[src/hw/rtl/cfsrp_pkg.sv]
// cfsrp_pkg: shared constants, status codes and item structs of the framed reply parser
// no dependencies; imported by cfsrp_rx, cfsrp_out and the top level (cfsrp_ram does not use it)
`default_nettype none
package cfsrp_pkg;

  localparam int MAX_PACKET   = 64;
  localparam int SENSOR_COUNT = 8;
  localparam int POS_W        = $clog2(MAX_PACKET + 2);
  localparam int APB_ADDR_W   = 3;
  localparam int BANK_ADDR_W  = 4;

  localparam logic [7:0]  SOF_BYTE     = 8'hAA;
  localparam logic [7:0]  EOF_BYTE     = 8'h55;
  localparam logic [7:0]  ACK_CMD      = 8'hA1;
  localparam logic [7:0]  LEN_FIELD    = 8'd34;
  localparam logic [7:0]  OWN_ID_RESET = 8'd1;
  localparam logic [15:0] CRC_INIT     = 16'hFFFF;
  localparam logic [15:0] CRC_POLY     = 16'h1021;

  localparam int MIN_DATA = 40;
  localparam int ACK_SIZE = 4;
  localparam int POS_SOF  = 0;
  localparam int POS_ID   = 1;
  localparam int POS_LEN  = 2;
  localparam int POS_W0   = 3;
  localparam int POS_WEND = 34;
  localparam int POS_CNT  = 35;
  localparam int POS_PAR  = 36;
  localparam int POS_CRCH = 37;
  localparam int POS_CRCL = 38;

  typedef enum logic [2:0] {
    ST_DATA_OK = 3'd0,
    ST_ACK     = 3'd1,
    ST_CRC_ERR = 3'd2,
    ST_LEN_ERR = 3'd3,
    ST_REJECT  = 3'd4
  } status_t;

  typedef struct packed {
    logic [7:0] rx_byte;
    logic       last_byte;
  } in_item_t;

  typedef struct packed {
    status_t     status;
    logic [2:0]  sensor_index;
    logic [31:0] sensor_bits;
    logic [7:0]  sample_counter;
    logic [7:0]  param_byte;
    logic        last_result;
  } out_item_t;

  typedef struct packed {
    logic                   we;
    logic [BANK_ADDR_W-1:0] addr;
    logic [3:0]             be;
    logic [31:0]            data;
  } ram_wr_t;

  typedef struct packed {
    logic       valid;
    status_t    status;
    logic       bank;
    logic [7:0] counter;
    logic [7:0] param;
  } verdict_t;

endpackage
`default_nettype wire

[src/hw/rtl/cfsrp_ram.sv]
// cfsrp_ram: generic simple dual-port ram with byte enables and registered read data
// no dependencies
`default_nettype none
module cfsrp_ram #(
  parameter int ADDR_W = 4,
  parameter int BYTES  = 4
) (
  input  wire logic                 clk,
  input  wire logic                 we,
  input  wire logic [ADDR_W-1:0]    waddr,
  input  wire logic [BYTES-1:0]     be,
  input  wire logic [8*BYTES-1:0]   wdata,
  input  wire logic                 re,
  input  wire logic [ADDR_W-1:0]    raddr,
  output logic      [8*BYTES-1:0]   rdata
);

  logic [8*BYTES-1:0] mem [2**ADDR_W];

  always_ff @(posedge clk) begin
    if (we) begin
      for (int i = 0; i < BYTES; i++) begin
        if (be[i]) begin
          mem[waddr][8*i +: 8] <= wdata[8*i +: 8];
        end
      end
    end
  end

  always_ff @(posedge clk) begin
    if (re) begin
      rdata <= mem[raddr];
    end
  end

endmodule
`default_nettype wire

[src/hw/rtl/cfsrp_rx.sv]
// cfsrp_rx: byte position tracking, crc, header checks, sensor byte writes, packet verdict
// depends on cfsrp_pkg
`default_nettype none
module cfsrp_rx (
  input  wire logic                clk,
  input  wire logic                rst,
  input  wire logic                accept,
  input  wire cfsrp_pkg::in_item_t item,
  input  wire logic [7:0]          own_node_id,
  output cfsrp_pkg::ram_wr_t       wr,
  output cfsrp_pkg::verdict_t      verdict
);
  import cfsrp_pkg::*;

  logic [POS_W-1:0] pos, pos_next;
  logic [15:0]      crc, crc_next;
  logic [15:0]      rcrc, rcrc_next;
  logic [3:0]       flags, flags_next;
  logic [7:0]       cnt, cnt_next;
  logic [7:0]       par, par_next;
  logic             wbank;
  logic [POS_W-1:0] off;
  logic [POS_W-1:0] size;
  logic             in_range, data_cand, ack;
  logic [7:0]       b;

  function automatic logic [15:0] crc_byte(input logic [15:0] c, input logic [7:0] d);
    logic [15:0] r;
    r = c ^ {d, 8'h00};
    for (int k = 0; k < 8; k++) begin
      r = r[15] ? ({r[14:0], 1'b0} ^ CRC_POLY) : {r[14:0], 1'b0};
    end
    return r;
  endfunction

  assign b        = item.rx_byte;
  assign in_range = pos < POS_W'(MAX_PACKET);
  assign off      = pos - POS_W'(POS_W0);

  always_comb begin
    flags_next = flags;
    crc_next   = crc;
    rcrc_next  = rcrc;
    cnt_next   = cnt;
    par_next   = par;
    if (in_range) begin
      if (pos == POS_W'(POS_SOF) && b == SOF_BYTE) flags_next[0] = 1'b1;
      if (pos == POS_W'(POS_ID) && b == own_node_id) flags_next[1] = 1'b1;
      if (pos == POS_W'(POS_LEN) && b == LEN_FIELD) flags_next[2] = 1'b1;
      if (pos == POS_W'(POS_LEN) && b == ACK_CMD) flags_next[3] = 1'b1;
      if (pos >= POS_W'(POS_ID) && pos <= POS_W'(POS_PAR)) crc_next = crc_byte(crc, b);
      if (pos == POS_W'(POS_CNT)) cnt_next = b;
      if (pos == POS_W'(POS_PAR)) par_next = b;
      if (pos == POS_W'(POS_CRCH)) rcrc_next[15:8] = b;
      if (pos == POS_W'(POS_CRCL)) rcrc_next[7:0] = b;
    end
    pos_next = (pos <= POS_W'(MAX_PACKET)) ? pos + POS_W'(1) : pos;
    size     = pos_next;
  end

  assign data_cand = size >= POS_W'(MIN_DATA) && size <= POS_W'(MAX_PACKET) &&
                     flags_next[1:0] == 2'b11 && b == EOF_BYTE;
  assign ack       = size == POS_W'(ACK_SIZE) && flags_next[1:0] == 2'b11 &&
                     flags_next[3] && b == EOF_BYTE;

  always_comb begin
    verdict.valid   = accept && item.last_byte;
    verdict.bank    = wbank;
    verdict.counter = cnt_next;
    verdict.param   = par_next;
    if (data_cand) begin
      if (!flags_next[2]) begin
        verdict.status = ST_LEN_ERR;
      end else if (crc_next != rcrc_next) begin
        verdict.status = ST_CRC_ERR;
      end else begin
        verdict.status = ST_DATA_OK;
      end
    end else if (ack) begin
      verdict.status = ST_ACK;
    end else begin
      verdict.status = ST_REJECT;
    end
  end

  always_comb begin
    wr.we   = accept && in_range && pos >= POS_W'(POS_W0) && pos <= POS_W'(POS_WEND);
    wr.addr = {wbank, off[4:2]};
    wr.be   = 4'b0001 << off[1:0];
    wr.data = {4{b}};
  end

  always_ff @(posedge clk) begin
    if (rst) begin
      pos   <= '0;
      crc   <= CRC_INIT;
      rcrc  <= '0;
      flags <= '0;
      cnt   <= '0;
      par   <= '0;
      wbank <= 1'b0;
    end else if (accept) begin
      if (item.last_byte) begin
        pos   <= '0;
        crc   <= CRC_INIT;
        rcrc  <= '0;
        flags <= '0;
        cnt   <= '0;
        par   <= '0;
        if (verdict.status == ST_DATA_OK) wbank <= ~wbank;
      end else begin
        pos   <= pos_next;
        crc   <= crc_next;
        rcrc  <= rcrc_next;
        flags <= flags_next;
        cnt   <= cnt_next;
        par   <= par_next;
      end
    end
  end

endmodule
`default_nettype wire

[src/hw/rtl/cfsrp_out.sv]
// cfsrp_out: result sequencer, sensor store read pipeline and output register
// depends on cfsrp_pkg; reads the sensor ram through its read port
`default_nettype none
module cfsrp_out (
  input  wire logic                clk,
  input  wire logic                rst,
  input  wire cfsrp_pkg::verdict_t verdict,
  output logic                     busy,
  output logic                     re,
  output logic [cfsrp_pkg::BANK_ADDR_W-1:0] raddr,
  input  wire logic [31:0]         rdata,
  output logic                     out_valid,
  input  wire logic                out_ready,
  output cfsrp_pkg::out_item_t     out_item
);
  import cfsrp_pkg::*;

  localparam logic [2:0] LAST_IDX = 3'(SENSOR_COUNT - 1);

  logic       job_v, job_data, job_bank;
  status_t    job_status;
  logic [2:0] job_idx;
  logic [7:0] job_cnt, job_par;

  logic       s1_v, s1_data, s1_last;
  status_t    s1_status;
  logic [2:0] s1_idx;
  logic [7:0] s1_cnt, s1_par;

  logic issue, s1_adv, job_last;

  // a job that issues its final item this cycle no longer blocks a new verdict
  assign busy     = job_v && !(issue && job_last);
  assign s1_adv   = s1_v && (!out_valid || out_ready);
  assign issue    = job_v && (!s1_v || s1_adv);
  assign job_last = !job_data || job_idx == LAST_IDX;
  assign re       = issue && job_data;
  assign raddr    = {job_bank, job_idx};

  always_ff @(posedge clk) begin
    if (rst) begin
      job_v     <= 1'b0;
      s1_v      <= 1'b0;
      out_valid <= 1'b0;
    end else begin
      if (verdict.valid) begin
        job_v      <= 1'b1;
        job_data   <= verdict.status == ST_DATA_OK;
        job_status <= verdict.status;
        job_bank   <= verdict.bank;
        job_idx    <= '0;
        job_cnt    <= verdict.counter;
        job_par    <= verdict.param;
      end else if (issue) begin
        job_idx <= job_idx + 3'd1;
        if (job_last) job_v <= 1'b0;
      end
      if (issue) begin
        s1_v      <= 1'b1;
        s1_data   <= job_data;
        s1_last   <= job_last;
        s1_status <= job_status;
        s1_idx    <= job_idx;
        s1_cnt    <= job_cnt;
        s1_par    <= job_par;
      end else if (s1_adv) begin
        s1_v <= 1'b0;
      end
      if (s1_adv) begin
        out_valid               <= 1'b1;
        out_item.status         <= s1_status;
        out_item.sensor_index   <= s1_data ? s1_idx : 3'd0;
        out_item.sensor_bits    <= s1_data ? rdata : 32'd0;
        out_item.sample_counter <= s1_data ? s1_cnt : 8'd0;
        out_item.param_byte     <= s1_data ? s1_par : 8'd0;
        out_item.last_result    <= s1_last;
      end else if (out_ready) begin
        out_valid <= 1'b0;
      end
    end
  end

  a_no_overrun: assert property (@(posedge clk) disable iff (rst)
    verdict.valid |-> !job_v || (issue && job_last))
    else $error("packet verdict while results pending");
  a_job_done: assert property (@(posedge clk) disable iff (rst)
    issue && job_last && !verdict.valid |=> !job_v)
    else $error("job not retired after final item");
  a_s1_hold: assert property (@(posedge clk) disable iff (rst)
    s1_v && !s1_adv |=> s1_v && $stable(s1_idx)) else $error("read stage lost an item");
  a_status_last: assert property (@(posedge clk) disable iff (rst)
    out_valid && !out_item.last_result |-> out_item.status == ST_DATA_OK)
    else $error("status item not marked last");

endmodule
`default_nettype wire

[src/hw/rtl/crc16_framed_sensor_reply_parser.sv]
// crc16_framed_sensor_reply_parser: top level, apb register, byte parser, sensor ram, results
// depends on cfsrp_pkg, cfsrp_rx, cfsrp_ram, cfsrp_out
//
//   channel   signals                      carries
//   in        in_valid/in_ready/in_item    one packet byte and last flag
//   out       out_valid/out_ready/out_item one result item
//   apb       psel..pready                 own_node_id at addresses 0 to 3
//
// one byte per cycle; the last byte of a packet is held off until an earlier packet's
// final result leaves the result sequencer
// a data frame gives eight items, one per cycle while the output is not stalled, through a ram read stage
// sensor words alternate between two ram banks so a new packet fills one bank while
// the other is read out; synchronous reset clears all control state, the ram needs none
// an output stall backs up through the read stage into the result sequencer
`default_nettype none
module crc16_framed_sensor_reply_parser (
  input  wire logic                                 clk,
  input  wire logic                                 rst,
  input  wire logic                                 in_valid,
  output logic                                      in_ready,
  input  wire cfsrp_pkg::in_item_t                  in_item,
  output logic                                      out_valid,
  input  wire logic                                 out_ready,
  output cfsrp_pkg::out_item_t                      out_item,
  input  wire logic                                 psel,
  input  wire logic                                 penable,
  input  wire logic                                 pwrite,
  input  wire logic [cfsrp_pkg::APB_ADDR_W-1:0]     paddr,
  input  wire logic [31:0]                          pwdata,
  output logic [31:0]                               prdata,
  output logic                                      pready
);
  import cfsrp_pkg::*;

  logic       own_node_id;
  logic [7:0] own_id;
  logic       busy, accept, re;
  logic [BANK_ADDR_W-1:0] raddr;
  logic [31:0] rdata;
  ram_wr_t    wr;
  verdict_t   verdict;

  assign own_node_id = paddr[APB_ADDR_W-1] == 1'b0;
  assign pready   = 1'b1;
  assign prdata   = own_node_id ? {24'd0, own_id} : 32'd0;
  assign in_ready = !in_item.last_byte || !busy;
  assign accept   = in_valid && in_ready;

  always_ff @(posedge clk) begin
    if (rst) begin
      own_id <= OWN_ID_RESET;
    end else if (psel && penable && pwrite && own_node_id) begin
      own_id <= pwdata[7:0];
    end
  end

  cfsrp_rx u_rx (
    .clk         (clk),
    .rst         (rst),
    .accept      (accept),
    .item        (in_item),
    .own_node_id (own_id),
    .wr          (wr),
    .verdict     (verdict)
  );

  cfsrp_ram #(
    .ADDR_W (BANK_ADDR_W),
    .BYTES  (4)
  ) u_ram (
    .clk   (clk),
    .we    (wr.we),
    .waddr (wr.addr),
    .be    (wr.be),
    .wdata (wr.data),
    .re    (re),
    .raddr (raddr),
    .rdata (rdata)
  );

  cfsrp_out u_out (
    .clk       (clk),
    .rst       (rst),
    .verdict   (verdict),
    .busy      (busy),
    .re        (re),
    .raddr     (raddr),
    .rdata     (rdata),
    .out_valid (out_valid),
    .out_ready (out_ready),
    .out_item  (out_item)
  );

endmodule
`default_nettype wire

[config.mk]
export PLATFORM = sky130hd
export DESIGN_NAME = crc16_framed_sensor_reply_parser
export DESIGN_NICKNAME = d
export VERILOG_FILES = /design/src/hw/rtl/cfsrp_pkg.sv /design/src/hw/rtl/cfsrp_ram.sv /design/src/hw/rtl/cfsrp_rx.sv /design/src/hw/rtl/cfsrp_out.sv /design/src/hw/rtl/crc16_framed_sensor_reply_parser.sv
export SDC_FILE = /design/constraint.sdc
export NUM_CORES = 1
export LEC_CHECK = 0
export BUFFER_PORTS_ARGS = -buffer_cell sky130_fd_sc_hd__buf_2
export CORE_MARGIN = 2
export CORE_UTILIZATION = 58
export DETAILED_ROUTE_END_ITERATION = 7
export GPL_TIMING_DRIVEN = 0
export MAX_ROUTING_LAYER = met4
export PLACE_DENSITY_LB_ADDON = 0.3
export SYNTH_ARGS = -nofsm -noshare
export SYNTH_HDL_FRONTEND = slang
export SYNTH_SLANG_ARGS = --single-unit
[constraint.sdc]
create_clock -name clk -period 15 [get_ports clk]
set_input_delay 3.75 -clock clk [delete_from_list [all_inputs] [get_ports clk]]
set_output_delay 3.75 -clock clk [all_outputs]
set_load 0.02 [all_outputs]
Yosys cells after proc, flatten, opt, wreduce, memory -nomap -nowiden
Memories as Yosys holds them, arrays and structs flattened. A register that Yosys moved wholly into a read port is not among the register bits.
Cells that the tools add are included.
{ "word_totals": {"ff_bits": 174, "ramBits": 512, "in_bits": 51, "out_inout_bits": 90, "elab_cells": 169, "memories": 1} }
{ "mem_list": {"columns": ["memory", "depth", "word_bits", "read_ports", "rd_clocked_by_memory_dff", "wr", "line", "rtl"], "rows": [
  ["u_ram.mem", 16, 32, 1, 1, 1, "cfsrp_ram.sv:18", "logic [8*BYTES-1:0] mem [2**ADDR_W];"]
]} }
{ "op_classes": {"addsub": 3, "magnitude_cmp": 8, "eq_ne": 15, "n_shift": 1, "mux": 54, "bitwise": 12, "n_reduce_logical": 46} }
{ "op_table": {"columns": ["op", "n"], "rows": [
  ["$mux 13", 8],
  ["$mux 16", 5],
  ["$mux 8", 9],
  ["$eq 7x6->1 const B", 4],
  ["$logic_and 1x1->1", 24],
  ["$not 3->3", 8],
  ["$mux 1", 23],
  ["$eq 8x8->1 const B", 2],
  ["$ne 16x16->1", 1],
  ["$xor 16x16->16", 1],
  ["$le 7x6->1 const B", 2],
  ["$le 7x7->1 const B", 2],
  ["$mux 7", 2],
  ["$mux 3", 4],
  ["$reduce_and 2->1", 5],
  ["$eq 8x6->1 const B", 1],
  ["$eq 8x7->1 const B", 1],
  ["$eq 8x8->1", 1],
  ["$mux 4", 2],
  ["$reduce_bool 2->1", 4],
  ["$add 7x1->7 const B", 1],
  ["$eq 7x1->1 const B", 1],
  ["$eq 7x2->1 const B", 1],
  ["$eq 7x3->1 const B", 1],
  ["16 further kinds", 26]
]} }

Logic depth before layout (Yosys ltp)
Gate-level depths: netlist of run 1.
{ "depth": {"ltp_word": 25, "mapped_depth": 11, "depth_no_buf": 10} }

By module
From an unflattened synthesis of run 1, not the netlist that was laid out.
{ "hier_totals": {"cells_unflattened": 1694, "area_unflattened_um2": 29059.1} }
{ "modules_own_cells": {"columns": ["module", "instances", "cells_each", "area_per_inst_um2", "seq_area_each_um2"], "rows": [
  ["cfsrp_ram", 1, 909, 20419.6, 16335.7],
  ["cfsrp_rx", 1, 527, 4329.2, 1201.2],
  ["cfsrp_out", 1, 186, 3674.8, 3153.0],
  ["crc16_framed_sensor_reply_parser", 1, 72, 635.6, 160.2]
]} }

Worst setup path after synthesis of run 1
OpenSTA, ideal clock, no wires.
{ "synth_timing": {"kind": "input-to-reg", "from": "in rst", "to": "reg, netlist name u_out.out_item[0]", "setup_time_ps": 547, "arrival_ps": 8012, "required_time_ps": 14453, "setup_slack_ps": 6441, "cell_stages": 2, "path_buffers": 1, "path_cell_list": "clkbuf_1 nor3b_1"} }
{ "synth_between": {"elab_chain_len": 2} }
{ "synth_lines": {"columns": ["item", "line", "rtl"], "rows": [
  ["from (decl)", "crc16_framed_sensor_reply_parser.sv:18", "input wire logic rst,"],
  ["$not 1->1 (no line)", null, null],
  ["$reduce_and 2->1 (no line)", null, null]
]} }
Every way passes these cells.
A chain may end at the register's enable or synchronous reset.

Final worst setup path of run 1
{ "layout_timing": {"from": "in out_ready", "to": "out in_ready"} }
{ "layout_between": {"elab_chain_len": 9} }
{ "layout_lines": {"columns": ["item", "line", "rtl"], "rows": [
  ["from (decl)", "crc16_framed_sensor_reply_parser.sv:23", "input wire logic out_ready,"],
  ["$logic_or 1x1->1", "cfsrp_out.sv:34", "assign s1_adv = s1_v && (!out_valid || out_ready);"],
  ["$logic_and 1x1->1", "cfsrp_out.sv:34", null],
  ["$logic_or 1x1->1", "cfsrp_out.sv:35", "assign issue = job_v && (!s1_v || s1_adv);"],
  ["$logic_and 1x1->1", "cfsrp_out.sv:35", null],
  ["$logic_and 1x1->1", "cfsrp_out.sv:33", "assign busy = job_v && !(issue && job_last);"],
  ["$logic_not 1->1", "cfsrp_out.sv:33", null],
  ["$logic_and 1x1->1", "cfsrp_out.sv:33", null],
  ["$logic_not 1->1", "crc16_framed_sensor_reply_parser.sv:46", "assign in_ready = !in_item.last_byte || !busy;"],
  ["$logic_or 1x1->1", "crc16_framed_sensor_reply_parser.sv:46", null],
  ["to (decl)", "crc16_framed_sensor_reply_parser.sv:20", "output logic in_ready,"]
]} }
Every way passes these cells.

==> results of run 1 <==
[per-stage QoR]
stage          setup WS [ns]  utilization  cells
6_report                6.71        0.661   2488
5_1_grt                 6.68        0.661   2488
4_1_cts                 6.74        0.661   2487
3_5_place_dp            6.74        0.618   2369
3_3_place_gp            3.52        0.615   2361
2_1_floorplan           6.44            -   1608
[routing by layer]
| layer | global-route usage | vias to the layer above |
|---|---|---|
| met4 | 0.103 | 0 |
| li1 | - | 6609 |
| met1 | 0.353 | 7838 |
| met2 | 0.421 | 708 |
| met3 | 0.0652 | 129 |
| met5 | - | - |
[path summary, 6_finish.rpt]
path,startpoint,to,slack [ns],cells after the start
setup reg to reg,u_rx.pos[0],u_ram.mem[5][20],10.12,8
hold reg to reg,u_out.job_par[2],u_out.s1_par[2],0.42,0
setup / recovery,out_ready,in_ready,6.71,5
hold / removal,u_out.job_par[2],u_out.s1_par[2],0.42,0
[cells by family (layout without fill, tap and decap cells)]
logic type | Yosys count | after routing | synth area share
buf+inv | 117 | 333 | 0.0199
other cells | 2 | 25 | 0.000262
compound gates | 142 | 142 | 0.0338
fa+ha+maj | 7 | 7 | 0.00305
flops | 718 | 718 | 0.727
mux | 190 | 190 | 0.137
simple gates | 358 | 358 | 0.0622
xor+xnor | 51 | 51 | 0.0173
[cells in the mapped netlist (all sizes together) (3+ instances only)]
cell,instances,area share
buf,54,0.012
or2,3,0.00065
or3,4,0.00087
nand4,6,0.0013
a21oi,27,0.0047
nor3,19,0.0039
mux2i,10,0.0035
o21ai,26,0.0045
nor3b,6,0.0017
nor2b,13,0.0028
mux4,160,0.13
a21o,3,0.00078
a211oi,5,0.0013
nand3b,6,0.0016
nand3,22,0.0038
mux2,20,0.0078
xnor3,3,0.0024
nor4,4,0.00087
a311oi,3,0.0011
o211ai,16,0.0042
a31oi,3,0.00065
xnor2,33,0.010
ha,7,0.0031
a22oi,35,0.0092
nor2,133,0.018
clkbuf,56,0.0073
xor2,15,0.0046
nand2b,5,0.0011
edfxtp,647,0.68
o22ai,4,0.00087
and4b,3,0.0010
nand2,63,0.0082
and3,6,0.0013
and2,56,0.012
inv,7,0.00092
dfxtp,71,0.050
[state kept, by name (all words and copies together), names as in the netlist, 16 cells and up]
signal and flops:
u_rx.crc 16, u_ram.mem 512, u_rx.rcrc 16, u_ram.rdata 32
u_out.out_item 55
[power breakdown]
group	internal (mW)	switching, mW
registers	2.19	0.00672
logic	0.0744	0.126
clock network	0.925	0.714
[layout make-up]
cell class,count,area [um2]
timing repair buffer,98,584
buffer,110,544
multi-input combinational,773,7370
tap,664,831
clock inverter,33,224
fill,3283,16500
clock buffer,85,1880
inverter,7,26.3
sequential,718,20900
[critical path, cell delays in order]
cell and delay [ns]:
buf_2 0.10, nand3b_1 0.21, nand2_1 0.13, nand3_1 0.14, buf_2 0.19
==> run_results.csv, run 1 <==
group,metric,value,unit
outcome,status,"completed",
power,power,4.03,mW
global_routing,grt_pass1_vias,15100,
cts,cts_tree,"built",
floorplan,fp-row-count,81,
timing,finClkSkew,0.0234,ns
cts,cts_max_path_buffers,3,
drt,drc,0,
floorplan,ioPinCount,141,
setup_path,worstSetupEndpointType,"primary output",
drt,num_vias,15300,
global_routing,grt_max_degree,69,
synth,synth-async-reset-ratio,0,
cts,ctsHoldBuffers,0,
finish,final_cell_mix,"647 x edfxtp_1, 160 x mux4_2, 128 x nor2_1",
floorplan,die-area,51300,um2
setup_path,arrival,4.54,ns
worst_hold_path,min_path_type,"flop to flop",
global_routing,track_usage,0.271,
drt,wl_met2,31.9,mm
power,power_density,125,nW/um2
synth,syn_area,28700,um2
global_routing,grt_pass1_wl,96.4,mm
global_routing,overflow,0,
synth,yosysSeqAreaShare,0.727,
timing,min_period_over_period,0.552,
global_routing,antenna_found_initial,1,
drt,drt-wirelength-per-cell,26.4,um
drt,wl_met3,5.75,mm
drt,first_pass_iters,6,
timing,whs,0.417,ns
timing,slew_headroom,0.0822,
floorplan,die_h,226,um
drt,via_per_inst,6.14,
timing,period_needed,8.29,ns
place,placed_area,30200,um2
drt,wirelength,65.6,mm
synth,ys_ff_latch,718,
cts,clk-insertion-delay-late,0.60,ns
cts,cts.sinks,718,
setup_path,cp.required,11.25,ns
timing,max_freq,121,MHz
timing,tns,0,ns
timing,tightest_slew,1.38,ns
place,place.gp.congestion,0.947,
floorplan,die_x,226,um
synth,synth_edf_count,647,
finish,drive_gt1_frac,0.233,
floorplan,start_util,0.587,
drt,ant_nets,0,
drt,dr.first_iter.drc_count,1774,
cts,root_buffer,"clkbuf_16",
timing,finalHoldViolations,0,
cts,cts_buffers,70,
flow_run,cap_violations,0,
drt,maxUsedRoutingLayer,"met4",
place,port-buffer-count,89,
finish,area_growth_syn_to_layout,12.6,%
timing,rsz0062_at_grt,"no",
floorplan,coreArea,48800,um2
cts,htree_levels,3,
timing,slew_viol_final,0,
finish,diodes,0,
synth,ys.flop_type,"edfxtp_1",
timing,setup_viol,0,
finish,final_common_cell,"edfxtp_1",
cts,postCtsSetupRepairBufs,0,
synth,ys_warn_count,0,
synth,synth_cells,1585,
setup_path,path_class,"input port to primary output",
power,vdd_drop_max,0.0895,mV
cts,clkTransAtPathRegs,0.05,ns
setup_path,crit_fanout,4,
drt,wl_met1,25.6,mm
finish,fin_nets,1836,
synth,ys_types,72,
synth,postSynthAreaPerCell,18.1,um2
setup_path,cp-start-kind,"input port",
place,dp_hpwl,42.9,mm
power,leakage,10.5,nW
cts,cts_resized,0,
finish,final_area,32300,um2
No activity file was read; power rests on OpenSTA's default activity.
==> inputs of run 2 (changes only) <==
--- a/config.mk
+++ b/config.mk
@@ -7,7 +7,7 @@
 export LEC_CHECK = 0
 export BUFFER_PORTS_ARGS = -buffer_cell sky130_fd_sc_hd__buf_2
 export CORE_MARGIN = 2
-export CORE_UTILIZATION = 58
+export CORE_UTILIZATION = 55
 export DETAILED_ROUTE_END_ITERATION = 7
 export GPL_TIMING_DRIVEN = 0
 export MAX_ROUTING_LAYER = met4
==> constraint.sdc (replaced) <==
create_clock -name clk -period 7.3 [get_ports clk]
set_input_delay 1.825 -clock clk [delete_from_list [all_inputs] [get_ports clk]]
set_output_delay 1.825 -clock clk [all_outputs]
set_load 0.02 [all_outputs]
==> run 2 against run 1 <==
Non-clock buffer count is 1 lower. Worst hold slack worse by 0.0021 ns. Critical path depth is 5 higher. Die area is 5.4% higher. Total power is 110% higher. Sequential power is 110% higher. Global-route usage is 1.3 points lower. Sequential cell count stayed put. Sequential share of layout area is 0.29 points lower. Clock skew is 0.0021 ns higher. Cell count is 1.0% higher. Register-to-register slack worse by 7.4 ns.
==> run_results.csv, run 2 (synthesized netlist as in run 1, its figures left out) <==
group,metric,value,unit
timing,finalHoldViolations,0,
setup_path,critPathLaunch,"in_item[5]",
timing,max_freq,184,MHz
setup_path,cp_slowest_cell,"buf_2",
flow_run,cap_violations,0,
floorplan,coreArea,51400,um2
global_routing,track_usage,0.259,
timing,setup_viol,0,
global_routing,antenna_found_initial,2,
power,power,8.44,mW
cts,cts_buffers,71,
finish,final_core_util,0.631,
setup_path,reg2regPathDepth,8,
finish,fillers,3548,
setup_path,path_class,"input port to flop",
cts,clk-insertion-delay-late,0.61,ns
finish,seqCellArea,20900,um2
cts,cts_tree,"built",
outcome,status,"completed",
floorplan,die_x,232,um
worst_hold_path,hold-path-endpoint,"u_out.s1_cnt[6]",
timing,setup_ws,1.85,ns
drt,num_vias,15300,
setup_path,worstSetupEndpointType,"flop",
power,power_density,260,nW/um2
setup_path,cp.required,7.64,ns
worst_hold_path,min_path_type,"flop to flop",
setup_path,arrival,5.79,ns
drt,ant_nets,0,
setup_path,crit_fanout,65,
floorplan,die_h,232,um
finish,largest_reg_flops,512,
finish,multi_input_area,7370,um2
timing,rsz0062_at_grt,"no",
setup_path,cp-start-kind,"input port",
timing,period_needed,5.45,ns
setup_path,rr_startpoint,"u_rx.pos[0]",
finish,fin_cells,2513,
drt,via_per_inst,6.09,
cts,cts_max_path_buffers,3,
finish,top_register,"u_ram.mem",
finish,final_common_cell,"edfxtp_1",
place,dp.cells,2385,
drt,drc,0,
place,dp_hpwl,43.6,mm
timing,finClkSkew,0.0255,ns
floorplan,fp-row-count,83,
finish,area_growth_syn_to_layout,13.1,%
place,pre_cts_ws,1.24,ns
finish,drive_gt1_frac,0.233,
setup_path,cpPeakStageDelay,0.92,ns
cts,htree_levels,3,
cts,cts.sinks,718,
worst_hold_path,whs_path_depth,0,
setup_path,path_cells,"buf_2 -> buf_2 -> xnor2_2 -> xnor2_1 -> xnor2_1 -> xor2_1 -> nor4_1 -> o2111ai_1 -> or2_1 -> o211a_1",
finish,largestRegisters,"u_ram.mem: 512 flops, u_out.out_item: 55 flops, u_ram.rdata: 32 flops",
setup_path,worstReg2RegEnd,"u_ram.mem[8][26]",
timing,slew_headroom,0.0892,
floorplan,start_util,0.558,
cts,root_buffer,"clkbuf_16",
timing,tightest_slew,1.37,ns
timing,slew_viol_final,0,
timing,tns,0,ns
cts,postCtsSetupRepairBufs,0,
drt,first_pass_iters,7,
cts,cts_resized,0,
place,port-buffer-count,89,
place,place.gp.congestion,0.901,
finish,final_cell_mix,"647 x edfxtp_1, 160 x mux4_2, 128 x nor2_1",
cts,ctsHoldBuffers,0,
setup_path,reg2reg_setup_slack,2.70,ns
cts,clkTransAtPathRegs,0.06,ns
drt,dr.first_iter.drc_count,1863,
global_routing,grt_pass1_wl,98.0,mm
floorplan,die-area,54000,um2
finish,fin_nets,1836,
floorplan,ioPinCount,141,
worst_hold_path,hold_start,"u_out.job_cnt[6]",
global_routing,overflow,0,
power,vdd_drop_max,0.156,mV
drt,drt-wirelength-per-cell,26.2,um
global_routing,grt_max_degree,69,
finish,diodes,0,
power,leakage,10.5,nW
timing,min_period_over_period,0.746,
global_routing,grt_pass1_vias,15400,
drt,wirelength,65.8,mm
-- run 2: changes by cell type in the layout (fill, tap and decap cells not counted), moves of 2 or more --
cell | previous run | this run
inv_6 | 0 | 2
clkbuf_1 | 67 | 74
clkinv_2 | 11 | 9
buf_2 | 98 | 96
buf_4 | 26 | 28
bufinv_16 | 2 | 4
-- run 2: where the power goes --
| part | internal, mW | leakage, nW | switching [mW] |
|---|---|---|---|
| clock network | 2.02 | 1.07 | 1.50 |
| logic | 0.152 | 3.01 | 0.259 |
| registers | 4.49 | 6.41 | 0.0136 |
-- run 2: final cells by class --
type                            instances  area share
Multi-Input combinational cell        773       0.227
Buffer                                110      0.0168
Tap cell                              680      0.0262
Clock inverter                         35     0.00933
Sequential cell                       718       0.642
Clock buffer                           93      0.0596
Inverter                                7    0.000809
Timing Repair Buffer                   97      0.0179
-- run 2: metal layers --
layer	GRT usage	wire, um
met1	0.348	26300
met2	0.407	32200
met3	0.0381	4950
met4	0.0960	2350
met5	-	0
-- run 2: how the worst max path moves through the flow --
stage	slack (ns)	depth (start not counted)	endpoint
after floorplan	0.67	2	u_out.out_item[0]
after global placement	-2.12	3	u_out.out_item[45]
after detailed placement	1.24	10	u_rx.wbank
after CTS	1.90	10	u_rx.wbank
after global routing	1.61	10	u_rx.wbank
final	1.85	10	u_out.job_status[1]
-- run 2: worst max-delay path, delay by kind of cell --
family                 cells  cell delay [ns]
AO/OA/AOI/OAI              2             0.46
XOR/XNOR                   4             1.43
buffers and inverters      2             1.39
AND/OR/NAND/NOR            2             0.62
-- run 2: per-stage QoR --
stage / area (um2) / hold WS [ns]
after CTS: 32500 / 0.417
final: 32500 / 0.415
after detailed placement: 30200 / 0.405
after floorplan: 28800 / 0.400
after global routing: 32500 / 0.420
after global placement: 30100 / 0.404
